**src/rtl/mbc_pkg.sv**
```systemverilog
`default_nettype none
// ----------------------------------------------------------------------------
// mbc_pkg
// Shared types, constants and helper functions of the backtracking maze carver.
// ----------------------------------------------------------------------------
package mbc_pkg;

   localparam int MAX_SIDE    = 64;
   localparam int STACK_DEPTH = 1024;

   localparam int COORD_W    = $clog2(MAX_SIDE);
   localparam int CFG_SIZE_W = 7;                       // fixed register width
   localparam int PROD_W     = COORD_W + CFG_SIZE_W;
   localparam int TC_W       = COORD_W + 2;             // signed target coordinate
   localparam int GRID_DEPTH = MAX_SIDE * MAX_SIDE;
   localparam int GRID_AW    = $clog2(GRID_DEPTH);
   localparam int STACK_AW   = $clog2(STACK_DEPTH);
   localparam int COUNT_W    = $clog2(STACK_DEPTH + 1);
   localparam int EPOCH_W    = 8;
   localparam int PICKS_W    = 8;
   localparam int NEXT_W     = 3;
   localparam int CSR_AW     = 3;
   localparam int CSR_DW     = 32;

   localparam logic [EPOCH_W-1:0] EPOCH_FIRST = EPOCH_W'(1);
   localparam logic [EPOCH_W-1:0] EPOCH_MAX   = {EPOCH_W{1'b1}};
   localparam logic [EPOCH_W-1:0] EPOCH_NONE  = '0;
   localparam logic [GRID_AW-1:0] GRID_LAST   = GRID_AW'(GRID_DEPTH - 1);

   localparam logic [CFG_SIZE_W-1:0] SIZE_RESET = CFG_SIZE_W'(63);

   // register indexes (byte address / 4)
   localparam logic REG_FIELD_WIDTH  = 1'b0;
   localparam logic REG_FIELD_HEIGHT = 1'b1;

   localparam logic KIND_START   = 1'b0;
   localparam logic KIND_ADVANCE = 1'b1;

   typedef enum logic [1:0] {
      DIR_UP,
      DIR_DOWN,
      DIR_LEFT,
      DIR_RIGHT
   } dir_type;

   typedef logic [3:0][1:0] dir_order_type;

   typedef struct packed {
      logic [COORD_W-1:0] x;
      logic [COORD_W-1:0] y;
      dir_order_type      order;
      logic [NEXT_W-1:0]  next;
   } stack_entry_type;

   typedef struct packed {
      logic [CFG_SIZE_W-1:0] field_width;
      logic [CFG_SIZE_W-1:0] field_height;
   } cfg_type;

   typedef struct packed {
      logic               we;
      logic [GRID_AW-1:0] addr;
      logic [EPOCH_W-1:0] wdata;
   } grid_req_type;

   typedef struct packed {
      logic                we;
      logic [STACK_AW-1:0] addr;
      stack_entry_type     wdata;
   } stack_req_type;

   typedef struct packed {
      logic [COORD_W-1:0] cell_x;
      logic [COORD_W-1:0] cell_y;
      logic [COORD_W-1:0] wall_x;
      logic [COORD_W-1:0] wall_y;
      logic               is_start;
      logic               done_res;
   } result_type;

   typedef struct packed {
      logic               clearing;
      logic [COUNT_W-1:0] stack_count;
   } status_type;

   typedef enum logic [3:0] {
      ST_CLEAR,
      ST_IDLE,
      ST_START_IDX,
      ST_START_WR,
      ST_POP_RD,
      ST_POP_EVAL,
      ST_TGT_IDX,
      ST_TGT_RD,
      ST_TGT_CHK,
      ST_WALL_WR,
      ST_EMIT
   } walk_state_type;

   // four swaps, order[i] <-> order[pick i]
   function automatic dir_order_type shuffle_dirs(input logic [PICKS_W-1:0] picks);
      dir_order_type ord;
      logic [1:0]    tmp;
      logic [1:0]    r;
      ord[0] = DIR_UP;
      ord[1] = DIR_DOWN;
      ord[2] = DIR_LEFT;
      ord[3] = DIR_RIGHT;
      for (int i = 0; i < 4; i++) begin
         r      = picks[2*i +: 2];
         tmp    = ord[r];
         ord[r] = ord[i];
         ord[i] = tmp;
      end
      return ord;
   endfunction

   // row-major cell address, y * width + x
   function automatic logic [GRID_AW-1:0] cell_index(input logic [COORD_W-1:0] x,
                                                      input logic [COORD_W-1:0] y,
                                                      input logic [CFG_SIZE_W-1:0] w);
      logic [PROD_W-1:0] p;
      p = PROD_W'(y) * PROD_W'(w) + PROD_W'(x);
      return p[GRID_AW-1:0];
   endfunction

endpackage
`default_nettype wire

```
**src/rtl/mbc_csr.sv**
```systemverilog
`default_nettype none
// ----------------------------------------------------------------------------
// mbc_csr
// APB-style register block holding the field width and height.
// ----------------------------------------------------------------------------
module mbc_csr (
   input  wire logic                          clock,
   input  wire logic                          reset,
   input  wire logic                          csr_psel,
   input  wire logic                          csr_penable,
   input  wire logic                          csr_pwrite,
   input  wire logic [mbc_pkg::CSR_AW-1:0]    csr_paddr,
   input  wire logic [mbc_pkg::CSR_DW-1:0]    csr_pwdata,
   output logic      [mbc_pkg::CSR_DW-1:0]    csr_prdata,
   output logic                               csr_pready,
   output mbc_pkg::cfg_type                   cfg
);

   logic [mbc_pkg::CFG_SIZE_W-1:0] width_ff,  width_in;
   logic [mbc_pkg::CFG_SIZE_W-1:0] height_ff, height_in;
   logic                           wr_en;
   logic                           reg_idx;

   assign csr_pready = 1'b1;
   assign reg_idx    = csr_paddr[2];
   assign wr_en      = csr_psel && csr_penable && csr_pwrite && csr_pready;

   always_comb begin
      width_in  = width_ff;
      height_in = height_ff;
      if (wr_en) begin
         case (reg_idx)
            mbc_pkg::REG_FIELD_WIDTH:  width_in  = csr_pwdata[mbc_pkg::CFG_SIZE_W-1:0];
            mbc_pkg::REG_FIELD_HEIGHT: height_in = csr_pwdata[mbc_pkg::CFG_SIZE_W-1:0];
            default: ;
         endcase
      end
   end

   always_comb begin
      case (reg_idx)
         mbc_pkg::REG_FIELD_WIDTH:  csr_prdata = mbc_pkg::CSR_DW'(width_ff);
         mbc_pkg::REG_FIELD_HEIGHT: csr_prdata = mbc_pkg::CSR_DW'(height_ff);
         default:                   csr_prdata = '0;
      endcase
   end

   always_ff @(posedge clock) begin
      if (reset) begin
         width_ff  <= mbc_pkg::SIZE_RESET;
         height_ff <= mbc_pkg::SIZE_RESET;
      end else begin
         width_ff  <= width_in;
         height_ff <= height_in;
      end
   end

   assign cfg.field_width  = width_ff;
   assign cfg.field_height = height_ff;

endmodule
`default_nettype wire

```
**config.mk**
```make
export PLATFORM = sky130hd
export DESIGN_NAME = mbc_csr
export DESIGN_NICKNAME = d
export VERILOG_FILES = /design/src/rtl/mbc_pkg.sv /design/src/rtl/mbc_csr.sv
export SDC_FILE = /design/constraint.sdc
export NUM_CORES = 1
export LEC_CHECK = 0
export BUFFER_PORTS_ARGS = -buffer_cell sky130_fd_sc_hd__buf_4
export CAP_MARGIN = 20
export CORE_MARGIN = 10
export CORE_UTILIZATION = 37
export DETAILED_ROUTE_END_ITERATION = 10
export HOLD_SLACK_MARGIN = 0.15
export PLACE_DENSITY = 0.83
export SYNTH_ARGS = -nofsm -noshare
export SYNTH_HDL_FRONTEND = slang
export SYNTH_SLANG_ARGS = --single-unit
export TNS_END_PERCENT = 20
```
**constraint.sdc**
```tcl
create_clock -name clock -period 1.8 [get_ports clock]
set_input_delay 0.27 -clock clock [delete_from_list [all_inputs] [get_ports clock]]
set_output_delay 0.27 -clock clock [all_outputs]
set_load 0.1 [all_outputs]
```
==> results.py <==
metrics = {
    "worst_setup_path": {
        "cp_slowest_stage_delay_ps": 330,
        "critical-path-top-delay-family": "flip-flops",
        "crit_required_ps": 1530,
        "crit_type": "flip-flop to primary output",
        "critPathSlowestCell": "dfxtp_2",
        "crit_path_start": "height_ff[1]",
        "path_cells": "mux2_2, buf_4",
        "cp_max_fo": 3,
        "r2r_start": "height_ff[1]",
        "end_kind": "primary output",
        "cp.arrival_ps": 1100,
        "start_kind": "flip-flop",
        "path_buf_inv": 1,
        "r2r_slack_ps": 1170,
        "r2r.worst_path.cells": 2,
        "r2r_end": "height_ff[1]",
    },
    "drt": {
        "wl_mm": 2.03,
        "via_count": 628,
        "drt-initial-drc-count": 14,
        "via_per_inst": 4.24,
        "wire_per_inst_um": 13.7,
        "first_pass_iters": 3,
        "detail-route-antenna-nets": 0,
        "drcViolationCount": 0,
    },
    "clock_tree": {
        "cts_buffer_depth": 2,
        "clock-root-buffer": "clkbuf_4",
        "cts_hold_buf": 0,
        "clkTransAtPathRegs_ps": 80,
        "htreeDepth": 1,
        "cts_buffers": 3,
        "worstSkewPairLatency_ps": 270,
        "clock-sinks": 14,
        "cts_resized": 0,
        "cts_tree": "built",
        "post-cts-setup-buffers": 0,
    },
    "min_path": {
        "min_to": "height_ff[0]",
        "hp-class": "input port to flip-flop",
        "hp-start": "csr_pwdata[0]",
        "worstHoldPathCells": 3,
    },
    "floorplanning": {
        "die_area_um2": 4630,
        "chipHeight_um": 68.1,
        "num_rows": 17,
        "die_w_um": 68.1,
        "start_util": 0.386,
        "coreArea_um2": 2210,
        "io_pins": 87,
    },
    "global_routing": {
        "grt_pass1_vias": 631,
        "overflow": 0,
        "antenna_found_initial": 0,
        "grt_first_pass_wirelength_mm": 2.94,
        "track_usage": 0.0825,
        "grt_start_max_net_pins": 22,
    },
    "synthesis": {
        "avgSynthCellArea_um2": 9.50,
        "yosysTopAreaCell": "dfxtp_1",
        "synth-edff-count": 0,
        "synthFlopType": "dfxtp_1",
        "synthTopCellsByCount": "buf_4 (26), nor2_1 (18), dfxtp_1 (14), mux2i_1 (14), mux2_2 (7)",
        "synth_seq_cells": 14,
        "synth-async-reset-ratio": 0,
        "synth_cells": 90,
        "ys_seq_area_frac": 0.328,
        "synthTopCellsByArea": "dfxtp_1 (33%), buf_4 (23%), mux2i_1 (16%)",
        "synth.most_common_cell": "buf_4",
        "synth_top_area_share": 0.328,
        "ys_types": 11,
        "syn_area_um2": 855,
        "yosysWarnings": 0,
    },
    "timing": {
        "clock_skew_ps": 0,
        "hold_violations": 0,
        "fin_crit_ps": 1370,
        "fin_crit_sh": 0.762,
        "whs_ps": 260,
        "fmax_mhz": 729,
        "setup_viol": 0,
        "rsz0062_at_grt": "no",
        "drv_slew": 0,
    },
    "placed_design": {
        "gp_congestion": 0.696,
        "port_buffers": 33,
        "placed_cells": 145,
        "hpwl_mm": 1.70,
    },
    "cells_and_area": {
        "drive_gt1_frac": 0.442,
        "final_cells": 148,
        "area_delta_synth_final_pct": 21.1,
        "nNetsFinal": 162,
        "utilization": 0.468,
        "diodes": 0,
    },
    "power": {
        "p_leak_nw": 0.559,
        "p_per_area_nw_per_um2": 855,
        "max-vdd-ir-drop_uv": 407,
    },
    "flow_run": {
        "drv_cap": 0,
    },
    "outcome": {
        "outcome": "complete, no violations",
    },
}
==> worst max path at each step <==
| stage | cells after the start | slack, ps | to |
|---|---|---|---|
| after detailed placement | 3 | 490 | csr_prdata[1] |
| after global placement | 3 | 510 | csr_prdata[2] |
| after global routing | 2 | 370 | csr_prdata[2] |
| after CTS | 2 | 410 | csr_prdata[1] |
| after floorplan | 1 | -70 | csr_prdata[0] |
| final | 2 | 430 | csr_prdata[1] |
==> sequential cells by signal, summed over array words and instances, names as in the netlist <==
signal	count
height_ff	7
width_ff	7
==> final cells by class <==
| cell class | count | area (um2) |
|---|---|---|
| clock buffer | 3 | 22.5 |
| fill | 227 | 1180 |
| multi-input combinational | 70 | 439 |
| sequential | 14 | 290 |
| tap | 28 | 35.0 |
| timing repair buffer | 33 | 248 |
==> per-stage QoR <==
| step | setup TNS (ps) | setup slack [ps] | cell area (um2) | total power [mW] |
|---|---|---|---|---|
| 2_1_floorplan | -438 | -73.0 | 955 | 0.724 |
| 3_3_place_gp | 0 | 506 | 1010 | 0.721 |
| 3_5_place_dp | 0 | 494 | 1010 | 0.724 |
| 4_1_cts | 0 | 406 | 1030 | 0.897 |
| 5_1_grt | 0 | 367 | 1030 | 0.924 |
| 6_report | 0 | 429 | 1030 | 0.885 |
==> cell families after synthesis <==
family                 count (synthesis)  synth area share
buffers and inverters                 30             0.264
flip-flops                            14             0.328
multiplexers                          21             0.256
other                                  2           0.00879
AND/OR/NAND/NOR                       23             0.143
==> metal layers <==
metal,global-route usage,part of all wire,routed length (um)
met1,0.0830,0.34,694
met2,0.141,0.51,1040
met3,0.0555,0.15,297
met4,0.0151,0,0
met5,0,0,0
==> worst reg2reg max path: stages (launching register included) <==
cell and delay [ps]:
dfxtp_2 330, nor2_1 100, mux2i_1 80
==> where the power goes <==
group / total [mW] / internal, mW / switching [mW]
Clock: 0.167 / 0.0773 / 0.0894
Combinational: 0.396 / 0.0468 / 0.349
Sequential: 0.322 / 0.317 / 0.00487
Total: 0.885 / 0.441 / 0.444
==> placed cells by master, fill, tap and decap left out, drive strengths merged <==
cell	synthesis	routed
nand2b	3	3
clkbuf	2	3
conb	2	26
buf	28	33
mux2i	14	14
nor2	18	18
dfxtp	14	14
nand4	1	1
nand4b	1	1
mux2	7	7
Power figures use the tool's default switching activity.
