### src/rtl/mbc_pkg.sv
`default_nettype none
// ----------------------------------------------------------------------------
// mbc_pkg
// Shared types, constants and helper functions of the backtracking maze carver.
// ----------------------------------------------------------------------------
package mbc_pkg;

   localparam int MAX_SIDE    = 64;
   localparam int STACK_DEPTH = 1024;

   localparam int COORD_W    = $clog2(MAX_SIDE);
   localparam int CFG_SIZE_W = 7;                       // fixed register width
   localparam int PROD_W     = COORD_W + CFG_SIZE_W;
   localparam int TC_W       = COORD_W + 2;             // signed target coordinate
   localparam int GRID_DEPTH = MAX_SIDE * MAX_SIDE;
   localparam int GRID_AW    = $clog2(GRID_DEPTH);
   localparam int STACK_AW   = $clog2(STACK_DEPTH);
   localparam int COUNT_W    = $clog2(STACK_DEPTH + 1);
   localparam int EPOCH_W    = 8;
   localparam int PICKS_W    = 8;
   localparam int NEXT_W     = 3;
   localparam int CSR_AW     = 3;
   localparam int CSR_DW     = 32;

   localparam logic [EPOCH_W-1:0] EPOCH_FIRST = EPOCH_W'(1);
   localparam logic [EPOCH_W-1:0] EPOCH_MAX   = {EPOCH_W{1'b1}};
   localparam logic [EPOCH_W-1:0] EPOCH_NONE  = '0;
   localparam logic [GRID_AW-1:0] GRID_LAST   = GRID_AW'(GRID_DEPTH - 1);

   localparam logic [CFG_SIZE_W-1:0] SIZE_RESET = CFG_SIZE_W'(63);

   // register indexes (byte address / 4)
   localparam logic REG_FIELD_WIDTH  = 1'b0;
   localparam logic REG_FIELD_HEIGHT = 1'b1;

   localparam logic KIND_START   = 1'b0;
   localparam logic KIND_ADVANCE = 1'b1;

   typedef enum logic [1:0] {
      DIR_UP,
      DIR_DOWN,
      DIR_LEFT,
      DIR_RIGHT
   } dir_type;

   typedef logic [3:0][1:0] dir_order_type;

   typedef struct packed {
      logic [COORD_W-1:0] x;
      logic [COORD_W-1:0] y;
      dir_order_type      order;
      logic [NEXT_W-1:0]  next;
   } stack_entry_type;

   typedef struct packed {
      logic [CFG_SIZE_W-1:0] field_width;
      logic [CFG_SIZE_W-1:0] field_height;
   } cfg_type;

   typedef struct packed {
      logic               we;
      logic [GRID_AW-1:0] addr;
      logic [EPOCH_W-1:0] wdata;
   } grid_req_type;

   typedef struct packed {
      logic                we;
      logic [STACK_AW-1:0] addr;
      stack_entry_type     wdata;
   } stack_req_type;

   typedef struct packed {
      logic [COORD_W-1:0] cell_x;
      logic [COORD_W-1:0] cell_y;
      logic [COORD_W-1:0] wall_x;
      logic [COORD_W-1:0] wall_y;
      logic               is_start;
      logic               done_res;
   } result_type;

   typedef struct packed {
      logic               clearing;
      logic [COUNT_W-1:0] stack_count;
   } status_type;

   typedef enum logic [3:0] {
      ST_CLEAR,
      ST_IDLE,
      ST_START_IDX,
      ST_START_WR,
      ST_POP_RD,
      ST_POP_EVAL,
      ST_TGT_IDX,
      ST_TGT_RD,
      ST_TGT_CHK,
      ST_WALL_WR,
      ST_EMIT
   } walk_state_type;

   // four swaps, order[i] <-> order[pick i]
   function automatic dir_order_type shuffle_dirs(input logic [PICKS_W-1:0] picks);
      dir_order_type ord;
      logic [1:0]    tmp;
      logic [1:0]    r;
      ord[0] = DIR_UP;
      ord[1] = DIR_DOWN;
      ord[2] = DIR_LEFT;
      ord[3] = DIR_RIGHT;
      for (int i = 0; i < 4; i++) begin
         r      = picks[2*i +: 2];
         tmp    = ord[r];
         ord[r] = ord[i];
         ord[i] = tmp;
      end
      return ord;
   endfunction

   // row-major cell address, y * width + x
   function automatic logic [GRID_AW-1:0] cell_index(input logic [COORD_W-1:0] x,
                                                      input logic [COORD_W-1:0] y,
                                                      input logic [CFG_SIZE_W-1:0] w);
      logic [PROD_W-1:0] p;
      p = PROD_W'(y) * PROD_W'(w) + PROD_W'(x);
      return p[GRID_AW-1:0];
   endfunction

endpackage
`default_nettype wire

### src/rtl/mbc_walk_ctrl.sv
`default_nettype none
// ----------------------------------------------------------------------------
// mbc_walk_ctrl
// Carving sequencer: pops exhausted stack entries, probes the next direction
// of the top cell, opens target and wall cells and pushes the target.
// ----------------------------------------------------------------------------
module mbc_walk_ctrl (
   input  wire logic                              clock,
   input  wire logic                              reset,
   input  wire logic                              req_valid,
   output logic                                   req_stall,
   input  wire logic                              req_kind,
   input  wire logic [mbc_pkg::PICKS_W-1:0]       req_random_picks,
   input  wire logic [mbc_pkg::COORD_W-1:0]       req_start_x,
   input  wire logic [mbc_pkg::COORD_W-1:0]       req_start_y,
   input  wire mbc_pkg::cfg_type                  cfg,
   output mbc_pkg::grid_req_type                  grid_req,
   input  wire logic [mbc_pkg::EPOCH_W-1:0]       grid_rdata,
   output mbc_pkg::stack_req_type                 stack_req,
   input  wire mbc_pkg::stack_entry_type          stack_rdata,
   output logic                                   res_valid,
   output mbc_pkg::result_type                    res,
   input  wire logic                              res_take,
   output mbc_pkg::status_type                    status
);

   mbc_pkg::walk_state_type          state_ff, state_in;
   logic [mbc_pkg::COUNT_W-1:0]      count_ff, count_in;
   logic [mbc_pkg::EPOCH_W-1:0]      epoch_ff, epoch_in;
   logic [mbc_pkg::GRID_AW-1:0]      clr_addr_ff, clr_addr_in;
   logic                             start_pend_ff, start_pend_in;
   logic [mbc_pkg::PICKS_W-1:0]      picks_ff, picks_in;
   logic [mbc_pkg::COORD_W-1:0]      tx_ff, tx_in, ty_ff, ty_in;
   logic [mbc_pkg::COORD_W-1:0]      wx_ff, wx_in, wy_ff, wy_in;
   logic [mbc_pkg::GRID_AW-1:0]      tidx_ff, tidx_in, widx_ff, widx_in;
   mbc_pkg::result_type              res_ff, res_in;

   logic [mbc_pkg::CFG_SIZE_W-1:0]   eff_w, eff_h;
   logic                             accept;
   logic                             start_in_field;
   logic                             tgt_in_field;
   logic                             tgt_open;
   logic                             stack_full;
   logic [mbc_pkg::COUNT_W-1:0]      top_idx;
   logic [mbc_pkg::COORD_W-1:0]      idx_x, idx_y;
   logic [mbc_pkg::GRID_AW-1:0]      idx_val;
   logic signed [mbc_pkg::TC_W-1:0]  txs, tys, wxs, wys;
   mbc_pkg::stack_entry_type         wb_entry;
   mbc_pkg::stack_entry_type         push_entry;

   assign eff_w = (cfg.field_width > mbc_pkg::CFG_SIZE_W'(mbc_pkg::MAX_SIDE)) ?
                  mbc_pkg::CFG_SIZE_W'(mbc_pkg::MAX_SIDE) : cfg.field_width;
   assign eff_h = (cfg.field_height > mbc_pkg::CFG_SIZE_W'(mbc_pkg::MAX_SIDE)) ?
                  mbc_pkg::CFG_SIZE_W'(mbc_pkg::MAX_SIDE) : cfg.field_height;

   assign accept         = (state_ff == mbc_pkg::ST_IDLE) && req_valid;
   assign start_in_field = (mbc_pkg::CFG_SIZE_W'(tx_ff) < eff_w) &&
                           (mbc_pkg::CFG_SIZE_W'(ty_ff) < eff_h);
   assign tgt_open       = (grid_rdata == epoch_ff);
   assign stack_full     = (count_ff >= mbc_pkg::COUNT_W'(mbc_pkg::STACK_DEPTH));
   assign top_idx        = count_ff - mbc_pkg::COUNT_W'(1);

   // one shared index multiplier
   always_comb begin
      if (state_ff == mbc_pkg::ST_TGT_RD) begin
         idx_x = wx_ff;
         idx_y = wy_ff;
      end else begin
         idx_x = tx_ff;
         idx_y = ty_ff;
      end
      idx_val = mbc_pkg::cell_index(idx_x, idx_y, eff_w);
   end

   // target and wall of the top entry's next direction
   always_comb begin
      txs = mbc_pkg::TC_W'(stack_rdata.x);
      tys = mbc_pkg::TC_W'(stack_rdata.y);
      wxs = txs;
      wys = tys;
      case (mbc_pkg::dir_type'(stack_rdata.order[stack_rdata.next[1:0]]))
         mbc_pkg::DIR_UP: begin
            tys = tys - mbc_pkg::TC_W'(2);
            wys = wys - mbc_pkg::TC_W'(1);
         end
         mbc_pkg::DIR_DOWN: begin
            tys = tys + mbc_pkg::TC_W'(2);
            wys = wys + mbc_pkg::TC_W'(1);
         end
         mbc_pkg::DIR_LEFT: begin
            txs = txs - mbc_pkg::TC_W'(2);
            wxs = wxs - mbc_pkg::TC_W'(1);
         end
         default: begin
            txs = txs + mbc_pkg::TC_W'(2);
            wxs = wxs + mbc_pkg::TC_W'(1);
         end
      endcase
      tgt_in_field = !txs[mbc_pkg::TC_W-1] && !tys[mbc_pkg::TC_W-1] &&
                     (txs < mbc_pkg::TC_W'(eff_w)) && (tys < mbc_pkg::TC_W'(eff_h));
      wb_entry      = stack_rdata;
      wb_entry.next = stack_rdata.next + mbc_pkg::NEXT_W'(1);
   end

   always_comb begin
      push_entry.x     = tx_ff;
      push_entry.y     = ty_ff;
      push_entry.order = mbc_pkg::shuffle_dirs(picks_ff);
      push_entry.next  = '0;
   end

   // next state
   always_comb begin
      state_in = state_ff;
      case (state_ff)
         mbc_pkg::ST_CLEAR: begin
            if (clr_addr_ff == mbc_pkg::GRID_LAST) begin
               state_in = start_pend_ff ? mbc_pkg::ST_START_IDX : mbc_pkg::ST_IDLE;
            end
         end
         mbc_pkg::ST_IDLE: begin
            if (req_valid) begin
               if (req_kind == mbc_pkg::KIND_START) begin
                  state_in = (epoch_ff == mbc_pkg::EPOCH_MAX) ? mbc_pkg::ST_CLEAR :
                                                                mbc_pkg::ST_START_IDX;
               end else begin
                  state_in = mbc_pkg::ST_POP_RD;
               end
            end
         end
         mbc_pkg::ST_START_IDX:
            state_in = start_in_field ? mbc_pkg::ST_START_WR : mbc_pkg::ST_EMIT;
         mbc_pkg::ST_START_WR:  state_in = mbc_pkg::ST_EMIT;
         mbc_pkg::ST_POP_RD:
            state_in = (count_ff == '0) ? mbc_pkg::ST_EMIT : mbc_pkg::ST_POP_EVAL;
         mbc_pkg::ST_POP_EVAL: begin
            if (!stack_rdata.next[2] && tgt_in_field) begin
               state_in = mbc_pkg::ST_TGT_IDX;
            end else begin
               state_in = mbc_pkg::ST_POP_RD;
            end
         end
         mbc_pkg::ST_TGT_IDX:   state_in = mbc_pkg::ST_TGT_RD;
         mbc_pkg::ST_TGT_RD:    state_in = mbc_pkg::ST_TGT_CHK;
         mbc_pkg::ST_TGT_CHK:
            state_in = tgt_open ? mbc_pkg::ST_POP_RD : mbc_pkg::ST_WALL_WR;
         mbc_pkg::ST_WALL_WR:   state_in = mbc_pkg::ST_EMIT;
         mbc_pkg::ST_EMIT:
            if (res_take) begin
               state_in = mbc_pkg::ST_IDLE;
            end
         default:               state_in = mbc_pkg::ST_IDLE;
      endcase
   end

   // datapath registers
   always_comb begin
      count_in      = count_ff;
      epoch_in      = epoch_ff;
      clr_addr_in   = clr_addr_ff;
      start_pend_in = start_pend_ff;
      picks_in      = picks_ff;
      tx_in         = tx_ff;
      ty_in         = ty_ff;
      wx_in         = wx_ff;
      wy_in         = wy_ff;
      tidx_in       = tidx_ff;
      widx_in       = widx_ff;
      res_in        = res_ff;
      case (state_ff)
         mbc_pkg::ST_CLEAR: begin
            clr_addr_in = clr_addr_ff + mbc_pkg::GRID_AW'(1);
            if (clr_addr_ff == mbc_pkg::GRID_LAST) begin
               start_pend_in = 1'b0;
            end
         end
         mbc_pkg::ST_IDLE: begin
            if (accept) begin
               picks_in = req_random_picks;
               if (req_kind == mbc_pkg::KIND_START) begin
                  tx_in    = req_start_x;
                  ty_in    = req_start_y;
                  count_in = '0;
                  if (epoch_ff == mbc_pkg::EPOCH_MAX) begin
                     // tags about to alias: wipe the grid first
                     epoch_in      = mbc_pkg::EPOCH_FIRST;
                     clr_addr_in   = '0;
                     start_pend_in = 1'b1;
                  end else begin
                     epoch_in = epoch_ff + mbc_pkg::EPOCH_W'(1);
                  end
               end
            end
         end
         mbc_pkg::ST_START_IDX: begin
            tidx_in         = idx_val;
            res_in.cell_x   = tx_ff;
            res_in.cell_y   = ty_ff;
            res_in.wall_x   = '0;
            res_in.wall_y   = '0;
            res_in.is_start = 1'b1;
            res_in.done_res = !start_in_field;
         end
         mbc_pkg::ST_START_WR: count_in = mbc_pkg::COUNT_W'(1);
         mbc_pkg::ST_POP_RD: begin
            if (count_ff == '0) begin
               res_in          = '0;
               res_in.done_res = 1'b1;
            end
         end
         mbc_pkg::ST_POP_EVAL: begin
            if (stack_rdata.next[2]) begin
               count_in = top_idx;
            end else begin
               tx_in = txs[mbc_pkg::COORD_W-1:0];
               ty_in = tys[mbc_pkg::COORD_W-1:0];
               wx_in = wxs[mbc_pkg::COORD_W-1:0];
               wy_in = wys[mbc_pkg::COORD_W-1:0];
            end
         end
         mbc_pkg::ST_TGT_IDX: tidx_in = idx_val;
         mbc_pkg::ST_TGT_RD:  widx_in = idx_val;
         mbc_pkg::ST_WALL_WR: begin
            if (!stack_full) begin
               count_in = count_ff + mbc_pkg::COUNT_W'(1);
            end
            res_in.cell_x   = tx_ff;
            res_in.cell_y   = ty_ff;
            res_in.wall_x   = wx_ff;
            res_in.wall_y   = wy_ff;
            res_in.is_start = 1'b0;
            res_in.done_res = 1'b0;
         end
         default: ;
      endcase
   end

   // memory ports and handshake
   always_comb begin
      req_stall       = (state_ff != mbc_pkg::ST_IDLE);
      res_valid       = (state_ff == mbc_pkg::ST_EMIT);
      grid_req.we     = 1'b0;
      grid_req.addr   = tidx_ff;
      grid_req.wdata  = epoch_ff;
      stack_req.we    = 1'b0;
      stack_req.addr  = top_idx[mbc_pkg::STACK_AW-1:0];
      stack_req.wdata = push_entry;
      case (state_ff)
         mbc_pkg::ST_CLEAR: begin
            grid_req.we    = 1'b1;
            grid_req.addr  = clr_addr_ff;
            grid_req.wdata = mbc_pkg::EPOCH_NONE;
         end
         mbc_pkg::ST_START_WR: begin
            grid_req.we    = 1'b1;
            stack_req.we   = 1'b1;
            stack_req.addr = '0;
         end
         mbc_pkg::ST_POP_EVAL: begin
            // written back before the next read is issued, so no forwarding path
            if (!stack_rdata.next[2]) begin
               stack_req.we    = 1'b1;
               stack_req.wdata = wb_entry;
            end
         end
         mbc_pkg::ST_TGT_CHK: grid_req.we = !tgt_open;
         mbc_pkg::ST_WALL_WR: begin
            grid_req.we    = 1'b1;
            grid_req.addr  = widx_ff;
            stack_req.we   = !stack_full;
            stack_req.addr = count_ff[mbc_pkg::STACK_AW-1:0];
         end
         default: ;
      endcase
   end

   always_ff @(posedge clock) begin
      if (reset) begin
         state_ff      <= mbc_pkg::ST_CLEAR;
         count_ff      <= '0;
         epoch_ff      <= mbc_pkg::EPOCH_FIRST;
         clr_addr_ff   <= '0;
         start_pend_ff <= 1'b0;
      end else begin
         state_ff      <= state_in;
         count_ff      <= count_in;
         epoch_ff      <= epoch_in;
         clr_addr_ff   <= clr_addr_in;
         start_pend_ff <= start_pend_in;
      end
   end

   always_ff @(posedge clock) begin
      picks_ff <= picks_in;
      tx_ff    <= tx_in;
      ty_ff    <= ty_in;
      wx_ff    <= wx_in;
      wy_ff    <= wy_in;
      tidx_ff  <= tidx_in;
      widx_ff  <= widx_in;
      res_ff   <= res_in;
   end

   assign res                = res_ff;
   assign status.clearing    = (state_ff == mbc_pkg::ST_CLEAR);
   assign status.stack_count = count_ff;

endmodule
`default_nettype wire

### config.mk
export PLATFORM = sky130hd
export DESIGN_NAME = mbc_walk_ctrl
export DESIGN_NICKNAME = d
export VERILOG_FILES = /design/src/rtl/mbc_pkg.sv /design/src/rtl/mbc_walk_ctrl.sv
export SDC_FILE = /design/constraint.sdc
export NUM_CORES = 1
export LEC_CHECK = 0
export BUFFER_PORTS_ARGS = -buffer_cell sky130_fd_sc_hd__buf_2
export CAP_MARGIN = 20
export CORE_MARGIN = 2
export CORE_UTILIZATION = 47
export DETAILED_ROUTE_END_ITERATION = 16
export GPL_TIMING_DRIVEN = 0
export PLACE_DENSITY_LB_ADDON = 0.3
export SLEW_MARGIN = 0
export SYNTH_ARGS = -nofsm -noshare
export SYNTH_HDL_FRONTEND = slang
export SYNTH_SLANG_ARGS = --single-unit
### constraint.sdc
create_clock -name clock -period 5.1 [get_ports clock]
set_input_delay 0 -clock clock [delete_from_list [all_inputs] [get_ports clock]]
set_output_delay 0 -clock clock [all_outputs]
set_load 0.01 [all_outputs]
==> out/results.txt, run 1 <==
status: finished, final reports clean
Root Buffer: clkbuf_16
setup total negative slack: 0 ns
Clock transition at path regs: 0.06 ns
Final Non-Filler Cells: 1528
vias: 8503
I/O Pins: 165
Lkg Pwr: 0.00488 uW
Die X: 144 um
syn nets: 1193
Layout Utilization: 59.3%
R2R Setup Slk: 0.18 ns
share of post-route cells with drive strength above 1: 22.3%
Fmax: 203 MHz
ys flop type: edfxtp_1
total CTS buffers: 17
Max Cap Viol: 0
GP Congestion: 0.935
commonest non-fill, non-tap cells in the layout: buf_2, nand2_1, nor2_1, edfxtp_1, ha_1
Starting Density: 47.7%
fin. max-slew vios: 0
clock tree buffer depth: 2
worst-path cell chain: buf_8, nand3_4, mux2i_4, or2_2, fa_1, fa_1, inv_1, fa_1, inv_1, fa_1, inv_1, ha_4, nand3_1, o211ai_1, o41ai_2, buf_4, buf_4, xnor2_1
worst-path fanout max: 10
H-tree levels: 4
TritonCTS clock tree: done
worst slew pin tran: 0.889 ns
delay of the slowest critical-path stage: 0.55 ns
Final nets: 1415
Congestion Overflow GR: 0
WL/cell: 17.3 um
vias in the first global route: 7893
Cell Int Power: 1900 uW
area delta synth->final: 24.4%
Startpoint Class: flop
Slew headroom: 40.0%
Switching Fraction: 26.0%
CP max-delay cell: fa_1
first-pass GRT wire length: 41.1 mm
final wirelength: 26.4 mm
combinational share of power: 16.4%
DRT Pass-1 Iters: 5
Crit. End Element: flop
VDD IR max: 0.188 mV
post-synthesis sequential area ratio: 34.4%
pin count of the biggest net entering global routing: 27
global-route usage over all layers: 25.6%
ANT nets after route: 0
Reg-to-Reg Start: state_ff[1]
Die Height: 144 um
Rows: 51
Seq pwr share: 40.7%
fin crit share: 96.5%
ANT cells: 0
beginning of the critical path: state_ff[1]
YS warnings: 0
final hold violations: 0
antenna violations before repair: 2
worst skew pair latency: 0.43 ns
final setup fails: 0
syn avg cell area: 8.99 um2
Crit Path Category: flop to flop
# fillers: 1701
Worst Hold Class: input pin to flop
hpwl dp: 19.7 mm
power per standard cell area: 223 mW/mm2
Via density: 5.56
async set-reset flop share out of synthesis: 0%
synthesized instance count: 1028
Core ar.: 0.0194 mm2
crit path DAT: 5.09 ns
Port Buf Inserts: 163
leading cell type in the layout, fill and taps excluded: buf_2
Post-Synthesis Cell Area: 0.00925 mm2
Max Clock Skew: 0.0106 ns
Yosys cell types: 75
Iter 0 DRT Violations: 748
die area: 0.0208 mm2
clock network fraction of total power: 42.9%
min-delay src: stack_rdata[19]
sw power: 667 uW
register bit total from synthesis: 118
clk sinks: 118
Post-synth EDFFs: 82
min cycle time layout: 4.92 ns
most frequent CP cell: fa_1
DRC viols: 0
Placed Cells: 1456
Worst EP required: 5.27 ns
## layer usage
metal | vias up | track usage [%] | routed length [um]
met1 | 3956 | 34.2 | 11000
met5 | - | 0 | 10
met3 | 48 | 5.63 | 2300
met2 | 384 | 41.4 | 12500
li1 | 4113 | - | -
met4 | 2 | 8.53 | 541
## cell type report
cell class	count	area [um2]	share of cell area, %
multi-input cells	811	5800	50.4
flip-flops and latches	118	3190	27.8
repair buffers	203	1210	10.5
clock buffers	23	489	4.25
well taps	265	332	2.88
plain buffers	56	270	2.35
inverters	43	161	1.40
clock inverters	9	51.3	0.446
## critical path, delay by kind of cell, from the launching register on
family	cells	cell delay (ns)
adder cells (fa/ha/maj)	5	2.38
buffers and inverters	6	0.57
AND/OR/NAND/NOR	3	0.53
AO/OA/AOI/OAI	2	0.39
flip-flops	1	0.37
multiplexers	1	0.26
XOR/XNOR	1	0.12
## synthesized netlist by cell type (all sizes together) (15+ instances only)
cell	number	area (um2)
nor2	108	408
edfxtp	82	2460
inv	42	158
xnor2	38	333
nand2	140	526
nor3	23	120
nor2b	25	156
o21ai	57	289
buf	17	86.3
nand2b	25	156
nand3	18	90.1
ha	70	876
a21oi	44	224
dfxtp	36	721
and2	15	93.8
mux2i	15	150
fa	25	500
xor2	21	191
clkbuf	39	146
## cells by family (layout without fill, tap and decap cells)
kind of cell | count (synthesis) | after routing | share of synthesized area (%)
xor+xnor | 59 | 59 | 5.67
simple gates | 408 | 408 | 20.8
compound gates | 214 | 214 | 15.4
mux | 33 | 33 | 4.30
flops | 118 | 118 | 34.4
fa+ha+maj | 97 | 97 | 15.1
buf+inv | 99 | 334 | 4.26
## state kept, by name, summed over array words and instances (netlist names)
signal         cells
ty_ff              6
start_pend_ff      1
widx_ff           12
picks_ff           8
epoch_ff           8
count_ff          11
state_ff           4
tidx_ff           12
res               26
wx_ff              6
wy_ff              6
clr_addr_ff       12
tx_ff              6
## worst paths after layout
check | endpoint | depth (start not counted)
min | wx_ff[2] | 3
max | tidx_ff[9] | 18
min reg2reg | start_pend_ff | 2
max reg2reg | tidx_ff[9] | 18
## per-stage QoR
stage	area (um2)	setup slack [ns]	hold slack (ns)	total power, uW
4_1_cts	11400	0.0121	0.00401	2550
2_1_floorplan	9260	0.0463	0.0475	1330
3_3_place_gp	10400	-0.596	0.176	1440
6_report	11500	0.180	0.0185	2560
5_1_grt	11500	-0.0193	0.0572	2670
3_5_place_dp	10400	-0.647	0.179	1450
## timing repair
action | in CTS | in global routing
endpoints found under the setup margin | 12 | 6
hold endpoints to repair | 25 | 0
hold buffers | 26 | 0
gates resized for setup | 25 | 13
pin swaps | 1 | 5
buffers inserted | 6 | 6
gates cloned | 0 | 0
## power by group through the flow
stage	logic [uW]	clock network (uW)	registers, uW
5_1_grt	473	1150	1040
4_1_cts	404	1100	1040
3_5_place_dp	382	0	1060
2_1_floorplan	272	0	1060
3_3_place_gp	375	0	1060
6_report	421	1100	1040
(Power assumes the default switching activity.)
==> run 2, diff against run 1 <==
Settings changed: BUFFER_PORTS_ARGS -buffer_cell sky130_fd_sc_hd__buf_2 to default, DONT_BUFFER_PORTS from default to 1.
==> run 2 against run 1 <==
  * Critical path depth up 1
  * Via count shrank 5.5%
  * Worst setup slack better by 0.012 ns
  * Highest routed layer unchanged
==> out/results.txt, run 2 (synthesis gave the netlist of run 1 again) <==
Starting Density: 47.7%
Crit Path Category: flop to flop
global-route usage over all layers: 25.6%
area delta synth->final: 18.0%
Die Height: 144 um
clk sinks: 118
Core ar.: 0.0194 mm2
crit path DAT: 5.07 ns
share of post-route cells with drive strength above 1: 10.7%
die area: 0.0208 mm2
leading cell type in the layout, fill and taps excluded: nand2_1
Multi-input gate area: 0.00579 mm2
commonest non-fill, non-tap cells in the layout: nand2_1, nor2_1, edfxtp_1, ha_1, o21ai_0
Port Buf Inserts: 0
Rows: 51
Max Cap Viol: 0
I/O Pins: 165
Root Buffer: clkbuf_16
DRT Pass-1 Iters: 5
Hold Crit Endpoint: wx_ff[3]
Largest register FFs: 26
Iter 0 DRT Violations: 680
final wirelength: 26.4 mm
worst slew pin tran: 1.05 ns
Max Clock Skew: 0.00809 ns
# fillers: 1779
setup total negative slack: 0 ns
beginning of the critical path: state_ff[3]
pin count of the biggest net entering global routing: 27
final hold violations: 0
Fmax: 204 MHz
hold_ws: 0.0359 ns
R2R Setup Slk: 0.19 ns
ANT cells: 0
Worst Hold Class: input pin to flop
final setup fails: 0
antenna violations before repair: 1
worst skew pair latency: 0.42 ns
ANT nets after route: 0
VDD IR max: 0.177 mV
Via density: 5.83
worst-path fanout max: 6
Crit. End Element: flop
delay of the slowest critical-path stage: 0.54 ns
power per standard cell area: 249 mW/mm2
fin crit share: 96.2%
Reg-to-Reg Start: state_ff[3]
worst r2r path cells: 19
fin. max-slew vios: 0
sequential cell area: 0.00319 mm2
WHS Path Cells: 2
min cycle time layout: 4.91 ns
WL/cell: 19.2 um
Slew headroom: 29.5%
Die X: 144 um
Congestion Overflow GR: 0
CP max-delay cell: fa_1
Layout Utilization: 56.2%
Reg-to-Reg End: tidx_ff[9]
Clock transition at path regs: 0.06 ns
DRC viols: 0
clock tree buffer depth: 2
first-pass GRT wire length: 41.2 mm
status: finished, final reports clean
Lkg Pwr: 0.00429 uW
Final nets: 1266
total CTS buffers: 17
worst-path cell chain: nor2b_4, nand3_4, buf_12, mux2i_4, or2_4, fa_1, fa_1, inv_1, fa_1, inv_1, fa_1, inv_1, ha_4, nand3_1, o211ai_1, o41ai_2, buf_4, buf_4, xnor2_1
most frequent CP cell: fa_1
H-tree levels: 4
vias: 8034
TritonCTS clock tree: done
GP Congestion: 0.935
Startpoint Class: flop
vias in the first global route: 7612
hpwl dp: 19.7 mm
Bufs and invs on worst path: 6
Worst EP required: 5.26 ns
min-delay src: stack_rdata[20]
CP top delay family: adder cells
run 2: where the power goes:
part	internal, uW	switching (uW)
clock network	820	464
registers	1040	3.71
logic	174	216
run 2: how the worst max path moves through the flow:
stage                     slack, ns     endpoint  cells after the start
after floorplan                0.05  tidx_ff[11]                     19
after global placement        -0.62  tidx_ff[11]                     19
after detailed placement      -0.66  tidx_ff[11]                     19
after CTS                      0.02  widx_ff[11]                     17
after global routing         -0.006   tidx_ff[9]                     19
final                          0.19   tidx_ff[9]                     19
run 2: final cells by class:
| cell class | count | area share, % |
|---|---|---|
| multi-input cells | 811 | 53.1 |
| flip-flops and latches | 118 | 29.3 |
| repair buffers | 56 | 5.14 |
| clock buffers | 17 | 3.90 |
| well taps | 265 | 3.04 |
| plain buffers | 54 | 2.20 |
| clock inverters | 15 | 1.87 |
| inverters | 43 | 1.48 |
run 2: what timing repair did:
item | CTS | global route
setup endpoints to repair | 12 | 6
endpoints found under the hold margin | 36 | 0
hold buffers | 40 | 0
gates cloned | 0 | 0
buffers inserted | 7 | 7
pin swaps | 1 | 5
resized for setup | 25 | 12
run 2: stage by stage:
step | std cells | total power (uW) | setup WS (ns) | cell area [um2]
global placement | 1293 | 1400 | -0.616 | 9590
CTS | 1372 | 2720 | 0.0237 | 10800
finish | 1379 | 2720 | 0.192 | 10900
global route | 1379 | 2820 | -0.00565 | 10900
floorplan | 1028 | 1330 | 0.0463 | 9260
detailed placement | 1293 | 1410 | -0.657 | 9590
run 2: per-layer routing:
layer / wire (um) / vias up / track usage [%]
met4: 714 / 2 / 9.61
met1: 11100 / 3816 / 33.6
met2: 12200 / 351 / 40.9
met3: 2400 / 49 / 6.72
li1: - / 3816 / -
met5: 13 / - / 0
==> run 3, diff against run 2 <==
Settings changed: CELL_PAD_IN_SITES_DETAIL_PLACEMENT from default to 1, CELL_PAD_IN_SITES_GLOBAL_PLACEMENT from default to 2, CORE_UTILIZATION 47 to 36.
==> run 3 against run 2 <==
  * Wire length up 17%
  * Die area grew 30%
  * Worst setup slack improved by 0.014 ns
  * Flip-flop and latch count did not move
  * First-iteration DRC count down 34%
  * Sequential power hardly changed
  * Critical path depth is the same
  * Final area increased by 0.99%
  * Via count increased by 0.44%
  * Clock skew increased by 0.0017 ns
  * Combinational power is 5.6% higher
  * Clock power shrank 6%
  * Critical path type unchanged
  * Highest routed layer is now met4
==> out/results.txt, run 3 (synthesis gave the netlist of run 1 again) <==
DRT Pass-1 Iters: 4
Final nets: 1273
min cycle time layout: 4.89 ns
Worst EP required: 5.28 ns
Fmax: 204 MHz
Max Cap Viol: 0
DRC viols: 0
Die Height: 164 um
sw power: 738 uW
hpwl dp: 23.3 mm
Switching Fraction: 27.8%
commonest non-fill, non-tap cells in the layout: nand2_1, nor2_1, edfxtp_1, ha_1, o21ai_0
Bufs and invs on worst path: 5
first-pass GRT wire length: 48.6 mm
area delta synth->final: 19.2%
fin crit share: 96.0%
crit path DAT: 5.07 ns
leading cell type in the layout, fill and taps excluded: nand2_1
H-tree levels: 4
Seq pwr share: 39.3%
Clock transition at path regs: 0.06 ns
Final Non-Filler Cells: 1451
pin count of the biggest net entering global routing: 27
vias: 8069
Via density: 5.56
status: finished, final reports clean
Max Clock Skew: 0.00984 ns
Die X: 164 um
hold_ws: 0.0465 ns
antenna violations before repair: 0
VDD IR max: 0.245 mV
Crit. End Element: flop
TritonCTS clock tree: done
Lkg Pwr: 0.00432 uW
die area: 0.0270 mm2
Cell Int Power: 1910 uW
Congestion Overflow GR: 0
final wirelength: 31.0 mm
global-route usage over all layers: 23.6%
# fillers: 2892
clock tree buffer depth: 2
Worst Hold Class: input pin to flop
CP max-delay cell: fa_1
fin. max-slew vios: 0
most frequent CP cell: fa_1
CP top delay family: adder cells
final setup fails: 0
ANT nets after route: 0
Core ar.: 0.0252 mm2
GP Congestion: 0.823
Starting Density: 36.7%
vias in the first global route: 8502
WL/cell: 21.3 um
ANT cells: 0
I/O Pins: 165
worst slew pin tran: 1.17 ns
delay of the slowest critical-path stage: 0.53 ns
worst-path fanout max: 5
Root Buffer: clkbuf_16
setup total negative slack: 0 ns
Largest register FFs: 26
Startpoint Class: flop
worst skew pair latency: 0.42 ns
worst-path cell chain: nor2b_4, nand3_4, buf_4, mux2i_4, or2_4, fa_1, fa_1, inv_1, fa_1, inv_1, fa_1, inv_1, ha_4, nand3_1, o211ai_1, o41ai_2, o21ai_1, xnor2_1, buf_4
Placed Cells: 1359
share of post-route cells with drive strength above 1: 11.6%
Port Buf Inserts: 0
Slew headroom: 20.7%
combinational share of power: 15.5%
Rows: 58
Crit Path Category: flop to flop
final hold violations: 0
power per standard cell area: 241 mW/mm2
clock network fraction of total power: 45.1%
Iter 0 DRT Violations: 447
clk sinks: 118
total CTS buffers: 17
run 3: area by class of cell:
cell class | count | area, um2 | area share, %
multi-input combinational | 811 | 5830 | 52.9
inverter | 43 | 161 | 1.46
sequential | 118 | 3200 | 29.0
timing repair buffer | 62 | 587 | 5.33
clock inverter | 13 | 104 | 0.943
tap | 330 | 413 | 3.75
buffer | 55 | 255 | 2.32
clock buffer | 19 | 475 | 4.32
run 3: metrics by stage:
| stage | worst slack (ns) | power (uW) | util, % | cell area (um2) |
|---|---|---|---|---|
| after detailed placement | -0.934 | 1430 | 38.5 | 9690 |
| after CTS | 0.00379 | 2660 | 43.2 | 10900 |
| after floorplan | 0.0463 | 1330 | - | 9260 |
| final | 0.206 | 2650 | 43.8 | 11000 |
| after global routing | -0.00309 | 2760 | 43.8 | 11000 |
| after global placement | -0.913 | 1420 | 38.4 | 9680 |
run 3: tightest hold or removal path, stage by stage:
cell and delay [ns]:
a21o_1 0.09, a211oi_1 0.07, o22ai_1 0.17
run 3: routing by layer:
| metal | track usage, % | vias to the layer above | routed length, um | part of all wire (%) |
|---|---|---|---|---|
| met1 | 30.6 | 3984 | 13700 | 44 |
| met3 | 5.71 | 33 | 1910 | 6.2 |
| li1 | - | 3831 | - | - |
| met4 | 6.02 | 0 | 558 | 1.8 |
| met5 | 0 | - | 0 | 0 |
| met2 | 39.3 | 221 | 14800 | 48 |
run 3: timing repair:
item	CTS	global route
pin swaps	5	7
endpoints found under the hold margin	37	0
gates resized for setup	29	16
hold buffers	41	0
setup endpoints to repair	14	8
gates cloned	0	0
buffers inserted	9	10
run 3: worst paths after layout:
check	cells after the start	end	start	slack, ns
worst max-delay path	19	widx_ff[11]	state_ff[3]	0.21
worst max register to register	19	widx_ff[11]	state_ff[3]	0.21
worst min-delay path	3	wx_ff[3]	stack_rdata[17]	0.05
worst min register to register	2	start_pend_ff	start_pend_ff	0.52
run 3: power groups by stage:
stage	Sequential (uW)	Clock (uW)	Combinational, uW
2_1_floorplan	1060	0	272
3_3_place_gp	1060	0	353
3_5_place_dp	1060	0	363
4_1_cts	1040	1220	401
5_1_grt	1040	1250	469
6_report	1040	1200	412
